==> config.mk <==
export PLATFORM = sky130hd
export DESIGN_NAME = pfit_cfg
export DESIGN_NICKNAME = d
export VERILOG_FILES = /design/src/pfit_pkg.sv /design/src/pfit_cfg.sv
export SDC_FILE = /design/constraint.sdc
export NUM_CORES = 1
export LEC_CHECK = 0
export ABC_CLOCK_PERIOD_IN_PS = 2000
export BUFFER_PORTS_ARGS = -buffer_cell sky130_fd_sc_hd__buf_2
export CAP_MARGIN = 20
export CORE_MARGIN = 4
export CORE_UTILIZATION = 35
export DETAILED_ROUTE_END_ITERATION = 7
export SLEW_MARGIN = 20
export SYNTH_ARGS = -nofsm -noshare
export SYNTH_HDL_FRONTEND = slang
export SYNTH_SLANG_ARGS = --single-unit
==> constraint.sdc <==
create_clock -name clk -period 2 [get_ports clk]
set_input_delay 0.2 -clock clk [delete_from_list [all_inputs] [get_ports clk]]
set_output_delay 0.2 -clock clk [all_outputs]
set_load 0.03 [all_outputs]
==> src/pfit_pkg.sv <==
package pfit_pkg;

	localparam int unsigned MAX_RAM_BYTES_DEF = 1048576;

	localparam int unsigned SIZE_W     = 21;
	localparam int unsigned OFFSET_W   = 32;
	localparam int unsigned LANES_W    = 4;
	localparam int unsigned COUNT_W    = 32;
	localparam int unsigned FLAG_W     = 8;
	localparam int unsigned CFG_IDX_W  = 1;
	localparam int unsigned LANE_SEL_W = 2;
	localparam int unsigned BIT_SEL_W  = 3;

	typedef enum logic [CFG_IDX_W-1:0] {
		REG_PARITY_FITTED = 1'b0,
		REG_MEMORY_SIZE   = 1'b1
	} cfg_reg_t;

	typedef enum logic {
		OP_WRITE = 1'b0,
		OP_CHECK = 1'b1
	} op_t;

	typedef struct packed {
		logic              fitted;
		logic [SIZE_W-1:0] size;
		logic              clearing;
	} cfg_state_t;

endpackage

==> src/pfit_cfg.sv <==
module pfit_cfg
	import pfit_pkg::*;
#(
	parameter int unsigned DEPTH = (MAX_RAM_BYTES_DEF + 7) / 8,
	parameter int unsigned AW    = $clog2((MAX_RAM_BYTES_DEF + 7) / 8)
) (
	input  logic                 clk,
	input  logic                 arst_n,
	input  logic                 cfg_we,
	input  logic [CFG_IDX_W-1:0] cfg_idx,
	input  logic [SIZE_W-1:0]    cfg_data,
	output cfg_state_t           cfg,
	output logic [AW-1:0]        clr_addr
);

	localparam logic [AW-1:0] LAST_ADDR = AW'(DEPTH - 1);

	logic              fitted_q;
	logic [SIZE_W-1:0] size_q;
	logic              clearing_q;
	logic [AW-1:0]     clr_addr_q;

	always_ff @(posedge clk or negedge arst_n) begin
		if (!arst_n) begin
			fitted_q   <= 1'b0;
			size_q     <= '0;
			clearing_q <= 1'b1;
			clr_addr_q <= '0;
		end else begin
			if (cfg_we) begin
				unique case (cfg_reg_t'(cfg_idx))
					REG_PARITY_FITTED: begin
						fitted_q <= cfg_data[0];
					end
					REG_MEMORY_SIZE: begin
						size_q <= cfg_data;
					end
				endcase
			end
			// a new size restarts the sweep from the first flag byte
			if (cfg_we && (cfg_reg_t'(cfg_idx) == REG_MEMORY_SIZE)) begin
				clearing_q <= 1'b1;
				clr_addr_q <= '0;
			end else if (clearing_q) begin
				// sweep one flag byte per cycle
				if (clr_addr_q == LAST_ADDR) begin
					clearing_q <= 1'b0;
				end else begin
					clr_addr_q <= clr_addr_q + AW'(1);
				end
			end
		end
	end

	assign cfg.fitted   = fitted_q;
	assign cfg.size     = size_q;
	assign cfg.clearing = clearing_q;
	assign clr_addr     = clr_addr_q;

endmodule

Word-level counts from Yosys, hierarchy flattened --
Cells that the tools add are included. W data, S select, Z words.
Storage, ports and cells: bits of input ports 25, bits in registers 40, word-level logic and storage cells 19
Cells by class: bitwise gates (word level) 1, equal/unequal tests 2, reductions and logical operators 5, add/subtract/negate cells 1, mux-type cells 6
Operators with widths (count):
- $mux W17 | 3
- $add A17 B1 Y17 const B | 1
- $eq A17 B17 Y1 const B | 1
- $reduce_and A2 Y1 | 3
- $mux W1 | 3
- $ne A2 B2 Y1 const B | 1
- $reduce_bool A2 Y1 | 1
- $logic_and A1 B1 Y1 | 1
- $not A1 Y1 | 1

Depth between registers and ports, before layout --
Gate-level depths: netlist of the first run.
word-level depth 4, depth in mapped cells 9

Least setup slack after synthesis of the first run --
OpenSTA, ideal clock, no wires.
path type reg2reg, start register clr_addr_q[2] (netlist: clr_addr[2]), end register clr_addr_q[13] (netlist: clr_addr[13]), setup slack -0.310 ns, path buffers 0, data required time 1.934 ns, period minus slack after synthesis 2.310 ns, data arrival time 2.244 ns, stages on the path, launching flop included 9, cells stage by stage dfrtp_1 > and3_1 > nand3_1 > nor4_1 > ha_1 > nand4b_1 > or4_4 > or4_1 > nand2_1
On the way: word-level cells in the longest chain between the ends 4, elaborated cells on any way between the ends 7
Ends and longest elaborated chain:
- from (decl) | RTL line pfit_cfg.sv:21 | logic [AW-1:0] clr_addr_q;
- from (signal assigned) | RTL line pfit_cfg.sv:49 | clr_addr_q <= clr_addr_q + AW'(1);
- $add A17 B1 Y17 | RTL line pfit_cfg.sv:49
- $mux W17 | RTL line pfit_cfg.sv:46 | if (clr_addr_q == LAST_ADDR) begin
- $mux W17 | RTL line pfit_cfg.sv:44 | end else if (clearing_q) begin
- $mux W17 | RTL line pfit_cfg.sv:41 | if (cfg_we && (cfg_reg_t'(cfg_idx) == REG_MEMORY_SIZE)) begin
Parallel ways exist; a longest one is shown, timed or not. The select of a mux whose other input is x is not followed. A chain may end at the register's enable or synchronous reset.

Final worst setup path of the first run --
start register clr_addr_q[13] (netlist: clr_addr[13]), end register clr_addr_q[15] (netlist: clr_addr[15])
Same word-level chain as after synthesis.

==> impl_metrics.ini, run 1 <==
[run_status]
status = finished, violations left
violations = negative setup slack

[timing]
report.final.hold_viol_count = 0
setup-violations-final = 3
rsz0062_at_grt = yes
final.setup_skew_ns = 0.00506
final.setup.tns_ns = -0.363
worst_pin_slew_ns = 0.706
maxSlewViolCount = 0
min_period_over_period = 1.07
fin_ws_ns = -0.138
timing.fmax_mhz = 468
slew_headroom = 0.528
period_needed_ns = 2.14

[route]
drt-pass1-iter-count = 4
vias = 1497
drt-total-wl_um = 4040
routedWlPerCell_um = 11.9
drt-initial-drc-count = 45
drcViolationCount = 0
vias_per_cell = 4.40
drtAntennaViolNets = 0

[cells_and_area]
diodes = 0
num-fill-cells = 469
synthToLayoutAreaGrowth_pct = 40.7
drive_gt1_frac = 0.440
layout_commonest_cell = nand2_1
instances_no_fill = 340
nets = 299
final_cell_area_sq_um = 2450
multiInputGateArea_sq_um = 728
layout_common_cells = nand2_1 (67), buf_2 (64), dfrtp_1 (30)
seqCellArea_sq_um = 1010

[clock_tree]
clock_latency_ns = 0.29
cts_sinks = 40
tritoncts = done
htreeDepth = 2
cts_max_path_buffers = 2
cts_buffers = 5
path_clk_slew_ns = 0.08
cts-root-buf = clkbuf_8

[synth]
syn_inst = 186
yosysUniqueCellTypes = 32
yosysWarnings = 0
seq_area_frac_synth = 0.575
syn_nets = 213
netlist_area_sq_um = 1740
avgSynthCellArea_sq_um = 9.38
ys_ff_latch = 40

[global_routing]
track_usage = 0.147
grt_max_degree = 31
gr-total-overflow = 0
antenna_found_initial = 0
grt_pass1_wl_um = 7300
grt_pass1_vias = 1557

[setup_path]
start_kind = flip-flop
slowest_delay_ns = 0.46
worstPathRequired_ns = 2.22
crit_type = flip-flop to flip-flop
path_max_fanout = 6
critPathSlowestCell = or4_4
endpoint_kind = flip-flop
cp.arrival_ns = 2.35
crit_chain = nand4_1, or2_4, nor4_2, ha_2, nand4b_1, or4_4, or3_1, a21oi_2

[placed_design]
dpl_cell_area_sq_um = 2320
numPortBuffers = 64
place_hpwl_um = 3030
dpl_worst_slack_ns = -0.114
placed_cells = 330
place.gp.congestion = 0.747

[pwr]
ir_drop_mv = 0.441
p_per_area_nw_per_um2 = 877
power.leakage_uw = 0.00131

[hold_path]
hold_class = input port to flip-flop

[floorplanning]
start_util = 0.364
die_x_um = 78.6
core_sq_um = 4790
die_y_um = 78.6
rows = 25
dieArea_sq_um = 6180
io-pin-count = 65

[flow_run]
drv_cap = 0
-- synth_stat cells --
cell / number / area [sq um]
a21oi_1: 4 / 20.0
and2_1: 1 / 6.26
and3_1: 1 / 6.26
and3_2: 1 / 7.51
and3b_1: 1 / 8.76
and4_2: 1 / 10.0
buf_1: 2 / 7.51
buf_4: 2 / 15.0
clkbuf_1: 6 / 22.5
dfrtp_1: 39 / 976
dfstp_2: 1 / 26.3
ha_1: 2 / 25.0
inv_1: 3 / 11.3
mux2_2: 1 / 11.3
mux2i_1: 2 / 20.0
nand2_1: 67 / 251
nand3_1: 6 / 30.0
nand4_1: 3 / 18.8
nand4_2: 1 / 12.5
nand4b_1: 1 / 8.76
nor2_1: 13 / 48.8
nor2b_1: 2 / 12.5
nor3_1: 2 / 10.0
nor4_1: 1 / 6.26
o211ai_1: 1 / 7.51
o21ai_0: 4 / 20.0
or2_2: 2 / 12.5
or3_1: 4 / 25.0
or4_1: 1 / 7.51
or4_4: 1 / 11.3
xnor2_1: 6 / 52.6
xor2_1: 4 / 35.0
-- cell families after synthesis --
logic type / after synthesis / synth area share
buffers and inverters: 13 / 0.0323
XOR/XNOR: 10 / 0.0502
multiplexers: 3 / 0.0179
AND/OR/NAND/NOR: 109 / 0.283
adder cells (fa/ha/maj): 2 / 0.0143
flip-flops: 40 / 0.575
AO/OA/AOI/OAI: 9 / 0.0273
-- final timing paths --
check                                         startpoint                       end  slack, ns  depth (start not counted)
worst max-delay path            clr_addr[13]$_DFFE_PN0P_  clr_addr[15]$_DFFE_PN0P_      -0.14                          8
worst min register to register     size_q[5]$_DFFE_PN0P_     size_q[5]$_DFFE_PN0P_       0.47                          2
worst min-delay path                         cfg_data[4]     size_q[4]$_DFFE_PN0P_        0.1                          3
max in group asynchronous                         arst_n    size_q[13]$_DFFE_PN0P_       0.91                          3
worst max register to register  clr_addr[13]$_DFFE_PN0P_  clr_addr[15]$_DFFE_PN0P_      -0.14                          8
min in group asynchronous                         arst_n     size_q[6]$_DFFE_PN0P_       0.48                          2
-- power by group --
group	internal, uW	switching [uW]	total (uW)
Clock	370	275	645
Sequential	900	49.4	949
Combinational	199	360	559
-- worst max-delay path: cells and delay by family (launching register included) --
family | cells | cell delay, ns
compound gates | 1 | 0.12
fa+ha+maj | 1 | 0.17
flops | 1 | 0.41
simple gates | 6 | 1.36
-- metal layers --
metal  wire length (um)  track usage  vias up
li1                   -            -      772
met1               1890        0.193      672
met2               1800        0.233       48
met3                307       0.0493        5
met4                 41       0.0367        0
met5                  0            0        -
-- through the flow --
step           hold WS [ns]  power [uW]  utilization
2_1_floorplan       -0.0956        1300            -
3_3_place_gp          0.271        1520        0.484
3_5_place_dp          0.270        1530        0.484
4_1_cts              0.0858        2180        0.510
5_1_grt              0.0978        2280        0.513
6_report             0.0961        2150        0.513
-- repair_timing --
action | in CTS | in global routing
resized for setup | 2 | 2
endpoints found under the hold margin | 28 | 0
setup endpoints to repair | 7 | 14
hold buffers | 1 | 0
pin swaps | 3 | 2
buffers inserted | 0 | 1
-- state kept, by name, summed over array words and instances, names as in the netlist --
register    count
clr_addr       17
size_q         21
fitted_q        1
clearing_q      1
-- final cells by class --
class                           count  area share
Clock inverter                      2      0.0143
Timing Repair Buffer               89       0.208
Clock buffer                        6      0.0296
Tap cell                           67      0.0341
Inverter                            3     0.00459
Multi-Input combinational cell    133       0.297
Sequential cell                    40       0.413
Note: power is estimated with default switching activity, not from simulation.
==> inputs of run 2 (changes only) <==
Settings changed: ABC_CLOCK_PERIOD_IN_PS 2000 to 2400, SLEW_MARGIN 20 to 10.
Clock period 2 ns to 2.4 ns, I/O delays scaled along.
==> run 2 against run 1 <==
The run now ends clean. Critical path type unchanged. Critical endpoint is now clr_addr[11]$_DFFE_PN0P_. First-iteration DRC count grew 47%. Worst hold slack lost 0.028 ns. Largest power group unchanged. Final area is 5.1% lower. Non-clock buffer count decreased by 14. Count of clock-buffer cells in the layout did not move.
==> impl_metrics.ini, run 2 (same netlist as run 1, synthesis figures left out) <==
[timing]
slew_headroom = 0.418
setup-violations-final = 0
final.setup_skew_ns = 0.00325
worst_pin_slew_ns = 0.874
timing.fmax_mhz = 422
report.final.hold_viol_count = 0
period_needed_ns = 2.37
maxSlewViolCount = 0
rsz0062_at_grt = yes
min_period_over_period = 0.988

[route]
drcViolationCount = 0
top_layer_used = met4
wl_met1_um = 1770
drtAntennaViolNets = 0
wl_met3_um = 220
dr_wl_met2_um = 1890
drt-pass1-iter-count = 4
drt-initial-drc-count = 66
vias_per_cell = 4.40
vias = 1434
drt-total-wl_um = 3920
routedWlPerCell_um = 12.0

[cells_and_area]
drive_gt1_frac = 0.386
num-fill-cells = 471
largest_reg_flops = 21
layout_common_cells = nand2_1 (67), buf_2 (64), dfrtp_1 (37)
layout_commonest_cell = nand2_1
top_register = size_q
utilization = 0.487
diodes = 0
synthToLayoutAreaGrowth_pct = 33.6
final_cell_area_sq_um = 2330
nets = 285

[setup_path]
r2r-end = clr_addr[11]$_DFFE_PN0P_
start_kind = flip-flop
path_max_fanout = 6
crit_chain = and3_4, nand3_4, nor4_4, ha_2, nand4b_1, or4_4, or3_4, a21oi_2
slowest_delay_ns = 0.60
cp-startpoint = clr_addr[2]$_DFFE_PN0P_
crit_buf_inv = 0
ff2ff_setup_slack_ns = 0.03
worstPathRequired_ns = 2.61
cp_top_family = simple AND/OR/NAND/NOR gates
endpoint_kind = flip-flop
reg2reg_from = clr_addr[2]$_DFFE_PN0P_
crit_type = flip-flop to flip-flop
cp.arrival_ns = 2.59
r2r_cells = 8
critPathSlowestCell = or4_4

[clock_tree]
clock_latency_ns = 0.28
tritoncts = done
cts-root-buf = clkbuf_8
htreeDepth = 2
cts_buffers = 5
cts_sinks = 40
cts_max_path_buffers = 2
path_clk_slew_ns = 0.07

[floorplanning]
die_y_um = 78.6
die_x_um = 78.6
dieArea_sq_um = 6180
start_util = 0.364
core_sq_um = 4790
io-pin-count = 65
rows = 25

[placed_design]
dpl_cell_area_sq_um = 2130
numPortBuffers = 64
place_hpwl_um = 2680
place.gp.congestion = 0.797

[flow_run]
drv_cap = 0

[global_routing]
track_usage = 0.131
grt_pass1_wl_um = 6270
grt_max_degree = 41
antenna_found_initial = 0
grt_pass1_vias = 1335
gr-total-overflow = 0

[run_status]
status = completed

[pwr]
ir_drop_mv = 0.289
power.leakage_uw = 0.00127
p_per_area_nw_per_um2 = 713

[hold_path]
hold_class = input port to asynchronous set/reset pin
==> run 2: cell count changes in the layout (fill, tap and decap cells not counted), sizes merged <==
cell,before,now
clkinv,1,2
buf,88,75
dlygate4sd3,1,0
bufinv,1,0
==> run 2: timing repair <==
item | 4_1_cts | 5_1_grt
buffers inserted | 0 | 8
hold buffers | 0 | 0
setup endpoints to repair | 0 | 3
resized for setup | 0 | 13
==> run 2: layer usage <==
metal	GRT usage	up-vias
met5	0	-
met4	0.0524	0
met3	0.0390	2
met2	0.218	39
met1	0.159	652
li1	-	741
==> run 2: worst max-delay path by stage <==
stage	end	cells past startpoint
floorplan	clr_addr[13]$_DFFE_PN0P_	8
global placement	clr_addr[13]$_DFFE_PN0P_	8
detailed placement	clr_addr[13]$_DFFE_PN0P_	8
CTS	clr_addr[13]$_DFFE_PN0P_	8
global route	clr_addr[11]$_DFFE_PN0P_	8
finish	clr_addr[11]$_DFFE_PN0P_	8
==> run 2: cell type report <==
type	instances	area, sq um	share of cell area
multi-input combinational	133	734	0.315
tap	67	83.8	0.0360
inverter	3	11.3	0.00483
sequential	40	1000	0.431
clock buffer	6	82.6	0.0354
clock inverter	2	10.0	0.00430
timing repair buffer	75	403	0.173
==> run 2: power by group <==
part / leakage [uW] / internal, uW / switching [uW]
combinational: 0.000702 / 133 / 273
clock: 0.0000510 / 229 / 221
sequential: 0.000512 / 747 / 58.0
==> run 2: metrics by stage <==
stage               worst slack [ns]  hold slack, ns  instances  TNS, ns  power, uW
floorplan                     0.0904         -0.0556        186        0       1070
global placement               0.184           0.424        310        0       1200
detailed placement             0.135           0.425        310        0       1200
CTS                            0.115           0.106        318        0       1670
global route                 -0.0477           0.131        326   -0.123       1760
finish                        0.0295          0.0678        326        0       1660
