[src/pfit_pkg.sv]
package pfit_pkg;

	localparam int unsigned MAX_RAM_BYTES_DEF = 1048576;

	localparam int unsigned SIZE_W     = 21;
	localparam int unsigned OFFSET_W   = 32;
	localparam int unsigned LANES_W    = 4;
	localparam int unsigned COUNT_W    = 32;
	localparam int unsigned FLAG_W     = 8;
	localparam int unsigned CFG_IDX_W  = 1;
	localparam int unsigned LANE_SEL_W = 2;
	localparam int unsigned BIT_SEL_W  = 3;

	typedef enum logic [CFG_IDX_W-1:0] {
		REG_PARITY_FITTED = 1'b0,
		REG_MEMORY_SIZE   = 1'b1
	} cfg_reg_t;

	typedef enum logic {
		OP_WRITE = 1'b0,
		OP_CHECK = 1'b1
	} op_t;

	typedef struct packed {
		logic              fitted;
		logic [SIZE_W-1:0] size;
		logic              clearing;
	} cfg_state_t;

endpackage

[src/pfit_update.sv]
module pfit_update
	import pfit_pkg::*;
#(
	parameter int unsigned MAX_RAM_BYTES = MAX_RAM_BYTES_DEF,
	parameter int unsigned AW            = $clog2((MAX_RAM_BYTES_DEF + 7) / 8)
) (
	input  logic                clk,
	input  logic                arst_n,
	input  logic                accept,
	input  logic                opcode,
	input  logic [OFFSET_W-1:0] byte_offset,
	input  logic [LANES_W-1:0]  lane_force,
	input  cfg_state_t          cfg,
	input  logic [FLAG_W-1:0]   rd_data,
	output logic                wr_en,
	output logic [AW-1:0]       wr_addr,
	output logic [FLAG_W-1:0]   wr_data,
	output logic                done,
	output logic                error_hit,
	output logic [COUNT_W-1:0]  error_total,
	output logic [COUNT_W-1:0]  first_fault_offset,
	output logic [COUNT_W-1:0]  forced_total,
	output logic [COUNT_W-1:0]  unstorable_total
);

	localparam logic [OFFSET_W-1:0] MAX_LIMIT = OFFSET_W'(MAX_RAM_BYTES);

	// covered range, size saturated at the flag memory capacity
	logic [OFFSET_W-1:0] size_ext;
	logic [OFFSET_W-1:0] limit;
	logic                ok_s0;

	assign size_ext = OFFSET_W'(cfg.size);
	assign limit    = (size_ext > MAX_LIMIT) ? MAX_LIMIT : size_ext;
	assign ok_s0    = cfg.fitted && (byte_offset < limit);

	logic                valid_s1;
	op_t                 op_s1;
	logic [OFFSET_W-1:0] off_s1;
	logic [LANES_W-1:0]  lanes_s1;
	logic                ok_s1;

	always_ff @(posedge clk or negedge arst_n) begin
		if (!arst_n) begin
			valid_s1 <= 1'b0;
		end else begin
			valid_s1 <= accept;
		end
	end

	always_ff @(posedge clk) begin
		if (accept) begin
			op_s1    <= op_t'(opcode);
			off_s1   <= byte_offset;
			lanes_s1 <= lane_force;
			ok_s1    <= ok_s0;
		end
	end

	// the byte written at the last edge, for a read that raced it
	logic              fwd_valid_q;
	logic [AW-1:0]     fwd_addr_q;
	logic [FLAG_W-1:0] fwd_data_q;

	logic [AW-1:0]     addr_s1;
	logic [FLAG_W-1:0] cur_byte;
	logic [FLAG_W-1:0] bit_mask;
	logic              forcing;
	logic              flag_set;
	logic              is_write;
	logic              hit;

	always_comb begin
		addr_s1  = off_s1[AW+BIT_SEL_W-1:BIT_SEL_W];
		cur_byte = (fwd_valid_q && (fwd_addr_q == addr_s1)) ? fwd_data_q : rd_data;
		bit_mask = FLAG_W'(1) << off_s1[BIT_SEL_W-1:0];
		forcing  = lanes_s1[off_s1[LANE_SEL_W-1:0]];
		flag_set = |(cur_byte & bit_mask);
		is_write = (op_s1 == OP_WRITE);
		wr_en    = valid_s1 && is_write && ok_s1;
		wr_addr  = addr_s1;
		wr_data  = forcing ? (cur_byte | bit_mask) : (cur_byte & ~bit_mask);
		hit      = valid_s1 && (op_s1 == OP_CHECK) && ok_s1 && flag_set;
	end

	always_ff @(posedge clk or negedge arst_n) begin
		if (!arst_n) begin
			fwd_valid_q <= 1'b0;
		end else begin
			fwd_valid_q <= wr_en;
		end
	end

	always_ff @(posedge clk) begin
		fwd_addr_q <= wr_addr;
		fwd_data_q <= wr_data;
	end

	logic               done_q;
	logic               hit_q;
	logic [COUNT_W-1:0] error_count_q;
	logic [COUNT_W-1:0] first_error_q;
	logic [COUNT_W-1:0] forced_count_q;
	logic [COUNT_W-1:0] unstorable_count_q;

	always_ff @(posedge clk or negedge arst_n) begin
		if (!arst_n) begin
			done_q             <= 1'b0;
			hit_q              <= 1'b0;
			error_count_q      <= '0;
			first_error_q      <= '0;
			forced_count_q     <= '0;
			unstorable_count_q <= '0;
		end else begin
			done_q <= valid_s1;
			hit_q  <= hit;
			if (valid_s1 && is_write && forcing) begin
				forced_count_q <= forced_count_q + COUNT_W'(1);
				if (!ok_s1) begin
					unstorable_count_q <= unstorable_count_q + COUNT_W'(1);
				end
			end
			if (hit) begin
				if (error_count_q == '0) begin
					first_error_q <= off_s1;
				end
				error_count_q <= error_count_q + COUNT_W'(1);
			end
		end
	end

	assign done               = done_q;
	assign error_hit          = hit_q;
	assign error_total        = error_count_q;
	assign first_fault_offset = first_error_q;
	assign forced_total       = forced_count_q;
	assign unstorable_total   = unstorable_count_q;

endmodule

[config.mk]
export PLATFORM = sky130hd
export DESIGN_NAME = pfit_update
export DESIGN_NICKNAME = d
export VERILOG_FILES = /design/src/pfit_pkg.sv /design/src/pfit_update.sv
export SDC_FILE = /design/constraint.sdc
export NUM_CORES = 1
export LEC_CHECK = 0
export ABC_AREA = 1
export BUFFER_PORTS_ARGS = -buffer_cell sky130_fd_sc_hd__buf_2
export CORE_MARGIN = 2
export CORE_UTILIZATION = 25
export DETAILED_ROUTE_END_ITERATION = 10
export GPL_TIMING_DRIVEN = 0
export PLACE_DENSITY_LB_ADDON = 0.05
export SETUP_SLACK_MARGIN = 0.3
export SYNTH_ARGS = -nofsm -noshare
export SYNTH_HDL_FRONTEND = slang
export SYNTH_SLANG_ARGS = --single-unit
[constraint.sdc]
create_clock -name clk -period 4.4 [get_ports clk]
set_input_delay 0.88 -clock clk [delete_from_list [all_inputs] [get_ports clk]]
set_output_delay 0.88 -clock clk [all_outputs]
set_load 0.05 [all_outputs]
* Word-level counts from Yosys, hierarchy flattened
Cells that the tools add are included.
** Operators by class
- Add/subtract/negate cells :: 3
- Order comparisons :: 3
- Eq/ne operators :: 1
- Shifts and indexed selects :: 1
- Mux-type cells :: 5
- Bitwise logic cells :: 6
- Reduce and logical (&&, ||, !) cells :: 12
** Operators by type and width (number)
- $add A32 B1 Y32 const B :: 3
- $logic_not A32 Y1 :: 1
- $lt A32 B21 Y1 :: 1
- $gt A21 B21 Y1 const B :: 1
- $mux W21 :: 1
- $eq A17 B17 Y1 :: 1
- $and A8 B8 Y8 :: 2
- $mux W8 :: 2
- $logic_and A1 B1 Y1 :: 8
- $not A8 Y8 :: 1
- $or A8 B8 Y8 :: 1
- $reduce_or A8 Y1 :: 1
- $shl A1 B3 Y8 const A :: 1
- $reduce_and A2 Y1 :: 2
- $lt A2 B3 Y1 const B :: 1
- $bmux W1 S2 :: 1
- $not A1 Y1 :: 2
- $mux W1 :: 1
** Storage, ports and cells
- Register bits after elaboration :: 195
- Output and inout bits :: 156

* Logic depth before layout (Yosys ltp)
- Word-level depth :: 7
- Mapped depth :: 17

* Worst setup path before layout
Ideal clock, no wire load.
- Path type :: input-to-reg
- Start point :: input port cfg[17] (netlist name)
- End point :: register ok_s1 (data pin)
- Arrival time :: 3.088 ns
- Data required time :: 4.254 ns
- Slack :: 1.166 ns
- Stages :: 13
- Buffers on the path :: 1
- Cell sequence :: or4_1 nor4_1 nand3_1 nand2_1 clkbuf_1 nand2_1 ha_1 o21a_1 o211ai_1 a21boi_0 o21ai_0 o211ai_1 a21oi_1
** Between the ends
- Cells in the longest elaborated chain, start to end :: 4
** RTL lines
- from (decl) :: RTL line pfit_update.sv:13 : input cfg_state_t cfg,
- $gt A21 B21 Y1 :: RTL line pfit_update.sv:34 : assign limit = (size_ext > MAX_LIMIT) ? MAX_LIMIT : size_ext;
- $mux W21 * :: RTL line pfit_update.sv:34
- $lt A32 B21 Y1 * :: RTL line pfit_update.sv:35 : assign ok_s0 = cfg.fitted && (byte_offset < limit);
- $logic_and A1 B1 Y1 * :: RTL line pfit_update.sv:35
- named net ok_s0 :: RTL line pfit_update.sv:31 : logic ok_s0;
- to (signal assigned) :: RTL line pfit_update.sv:56 : ok_s1 <= ok_s0;
- to (decl) :: RTL line pfit_update.sv:41 : logic ok_s1;
Mark *: on every way through the listed nets, which the timed path passes. The rest lies on a longest branch.
A chain may end at the register's enable or synchronous reset.

* Worst setup path in the final report
- Start point :: input port cfg[13] (netlist name)
- End point :: register ok_s1 (data pin)
The elaborated chain is that of the path after synthesis.

==> results.sh <==
export IMPL_run_status="complete, no violations"
export IMPL_final_util=0.312
export IMPL_crit_type="primary input to flop"
export IMPL_power_density_nw_per_um2=445
export IMPL_avgSynthCellArea_um2=8.52
export IMPL_grt_usage=0.156
export IMPL_ys_types=41
export IMPL_synthArstFlopShare=0.677
export IMPL_swShare=0.403
export IMPL_fill_cells=4305
export IMPL_clock_power_share=0.289
export IMPL_die_w_um=204
export IMPL_tightest_slew_ns=0.999
export IMPL_cp_max_fo=10
export IMPL_grt_pass1_vias=8404
export IMPL_h_tree_depth=4
export IMPL_max_freq_mhz=272
export IMPL_fin_skew_ns=0.0107
export IMPL_finalWirelength_mm=31.6
export IMPL_post_dp_cell_area_um2=11800
export IMPL_post_route_min_period_ns=3.68
export IMPL_initial_core_util=0.252
export IMPL_postCtsSetupBuffers=0
export IMPL_reg2reg_depth=15
export IMPL_first_pass_iters=5
export IMPL_final_period_utilization=0.836
export IMPL_synth_fp_nets=1264
export IMPL_dieArea_um2=41400
export IMPL_switchingPower_mw=2.21
export IMPL_yosysTopAreaCell="dfrtp_1"
export IMPL_hpwlAfterDp_mm=24.3
export IMPL_r2r_start="off_s1[4]$_DFFE_PP_"
export IMPL_cts_sinks=195
export IMPL_maxCapViolCount=0
export IMPL_rows=73
export IMPL_p_leak_nw=6.10
export IMPL_synthTopCellsByCount="nand2_1 (391), dfrtp_1 (132), inv_1 (97)"
export IMPL_r2r_slack_ns=1.92
export IMPL_maxSlewHeadroom=0.334
export IMPL_crit_end="ok_s1$_DFFE_PP_"
export IMPL_ys_seq_area_frac=0.497
export IMPL_end_kind="flop"
export IMPL_drive_above_1_share=0.223
export IMPL_synth_top_area_share=0.332
export IMPL_rsz0062_at_grt="false"
export IMPL_core_um2=39500
export IMPL_clock_path_buffers=2
export IMPL_worstPathArrival_ns=3.87
export IMPL_hp_class="primary input to async pin"
export IMPL_die_h_um=204
export IMPL_start_kind="primary input"
export IMPL_gr_total_overflow=0
export IMPL_setup_viol=0
export IMPL_ff_latch_area_um2=4940
export IMPL_ys_seq_elements=195
export IMPL_ir_drop_uv=311
export IMPL_intPower_mw=3.28
export IMPL_cts_tree="yes"
export IMPL_yosysMostFrequentCell="nand2_1"
export IMPL_finalHoldViolCount=0
export IMPL_cp_common_cell="nand2_1"
export IMPL_synth_area_um2=9960
export IMPL_r2r_end="first_fault_offset[1]$_DFFE_PN0P_"
export IMPL_routed_via_density=4.30
export IMPL_p_seq_frac=0.411
export IMPL_cpPeakStageDelay_ns=0.40
export IMPL_crit_start="cfg[13]"
export IMPL_post_drt_wl_per_cell_um=16.2
export IMPL_pin_count=227
export IMPL_syn_inst=1169
export IMPL_crit_chain="buf_2, nor4_2, nand3b_1, nor4_1, nand3_1, nand2_1, clkbuf_1, nand2_1, ha_1, nand2_1, nor2_1, a21boi_0, o21ai_0, o211ai_1, a21oi_1"
export IMPL_drcViolationCount=0
export IMPL_ant_nets=0
export IMPL_port_buffers=225
export IMPL_nNetsFinal=1509
export IMPL_ys_warn_count=0
export IMPL_grt_pass1_wl_mm=49.1
export IMPL_drt_initial_drc_count=332
export IMPL_clock_latency_ns=0.46
export IMPL_power_frac_comb=0.301
export IMPL_cp_required_ns=4.60
export IMPL_grt_max_degree=77
export IMPL_antenna_found_initial=1
export IMPL_multi_input_area_um2=4370
export IMPL_synth_edf_count=38
export IMPL_yosys_most_used_dff="dfrtp_1"
export IMPL_path_clk_slew_ns=0.07
export IMPL_critPathSlowestCell="nor4_2"
export IMPL_cts_root_buffer="clkbuf_16"
export IMPL_synth_area_leaders="dfrtp_1 (33%), nand2_1 (15%), edfxtp_1 (11%)"
export IMPL_finalInstanceArea_um2=12400
export IMPL_vias=8406
export IMPL_area_delta_synth_final_pct=24.0
export IMPL_drv_slew=0
export IMPL_routabilityCongestion=0.847
export IMPL_numCtsBuffers=17
[placed cells by master (no fill, tap or decap), types with 4 or more instances in the layout]
| master | netlist | routed |
|---|---|---|
| buf_2 | 8 | 232 |
| xnor2_1 | 40 | 40 |
| xor2_1 | 54 | 54 |
| o21ai_2 | 4 | 4 |
| dfxtp_1 | 25 | 25 |
| nor2_4 | 4 | 4 |
| inv_1 | 97 | 97 |
| buf_6 | 5 | 6 |
| nor3_1 | 34 | 34 |
| nand2_1 | 391 | 391 |
| nor2_2 | 7 | 7 |
| nor4_1 | 26 | 25 |
| clkbuf_16 | 0 | 17 |
| inv_2 | 4 | 4 |
| ha_1 | 24 | 24 |
| nand3_1 | 27 | 27 |
| buf_4 | 17 | 17 |
| dfrtp_1 | 132 | 132 |
| clkbuf_1 | 9 | 11 |
| nor2_1 | 92 | 92 |
| a21oi_1 | 26 | 26 |
| edfxtp_1 | 38 | 38 |
| nand4_1 | 62 | 62 |
| o21ai_0 | 13 | 13 |
[through the flow]
step	setup TNS [ns]	power [mW]	cells	setup WS, ns	hold WS, ns
final	0	5.49	1953	0.723	0.407
after global routing	0	5.79	1952	0.335	0.416
after CTS	0	5.61	1952	0.469	0.408
after detailed placement	-0.0298	3.98	1920	-0.0298	0.398
after global placement	-0.0212	3.97	1919	-0.0212	0.392
after floorplan	0	3.43	1169	1.17	0.374
[registers in the layout, indices dropped and copies added, names as in the netlist]
name                cells
done                    1
error_hit               1
error_total            32
first_fault_offset     32
forced_total           32
fwd_addr_q             17
fwd_data_q              8
fwd_valid_q             1
lanes_s1                4
off_s1                 32
ok_s1                   1
op_s1                   1
unstorable_total       32
valid_s1                1
[critical path: cells and delay by family]
kind | cells | cell delay (ns)
AO/OA/AOI/OAI | 4 | 0.61
AND/OR/NAND/NOR | 8 | 1.55
buffers and inverters | 2 | 0.50
adder cells (fa/ha/maj) | 1 | 0.31
[worst min-delay path by stage]
stage / startpoint / endpoint / slack (ns) / depth (start not counted)
after global routing: valid_s1$_DFF_PN0_ / done$_DFF_PN0_ / 0.42 / 0
after detailed placement: valid_s1$_DFF_PN0_ / done$_DFF_PN0_ / 0.40 / 0
final: arst_n / error_total[12]$_DFFE_PN0P_ / 0.41 / 1
after CTS: valid_s1$_DFF_PN0_ / done$_DFF_PN0_ / 0.41 / 0
after global placement: valid_s1$_DFF_PN0_ / done$_DFF_PN0_ / 0.39 / 0
after floorplan: valid_s1$_DFF_PN0_ / done$_DFF_PN0_ / 0.37 / 0
[area by class of cell]
type	count	area share
Timing Repair Buffer	226	0.0939
Multi-Input combinational cell	832	0.354
Sequential cell	195	0.400
Clock inverter	13	0.0108
Buffer	39	0.0209
Inverter	103	0.0315
Antenna cell	1	0.000203
Tap cell	525	0.0532
Clock buffer	19	0.0351
[layer usage]
| metal | global-route usage | share of wire |
|---|---|---|
| met1 | 0.208 | 0.48 |
| met2 | 0.252 | 0.47 |
| met3 | 0.0315 | 0.040 |
| met4 | 0.0537 | 0.019 |
| met5 | 0 | 0 |
[power groups by stage]
stage	combinational [mW]	clock [mW]	sequential, mW
2_1_floorplan	0.498	0	2.93
3_3_place_gp	1.68	0	2.29
3_5_place_dp	1.69	0	2.30
4_1_cts	1.69	1.66	2.26
5_1_grt	1.78	1.72	2.29
6_report	1.65	1.58	2.26
[what timing repair did]
| action | 4_1_cts | 5_1_grt |
|---|---|---|
| hold buffers | 0 | 0 |
| endpoints found under the setup margin | 0 | 1 |
| resized for setup | 0 | 1 |
[cells by family (layout without fill, tap and decap cells)]
group,after synthesis,count (layout),share of synthesized area
AO/OA/AOI/OAI,53,53,0.0299
XOR/XNOR,94,94,0.0827
adder cells (fa/ha/maj),24,24,0.0302
buffers and inverters,142,400,0.0650
flip-flops,195,195,0.497
other,0,1,0
AND/OR/NAND/NOR,661,661,0.296
Note: power is estimated with default switching activity, not from simulation.
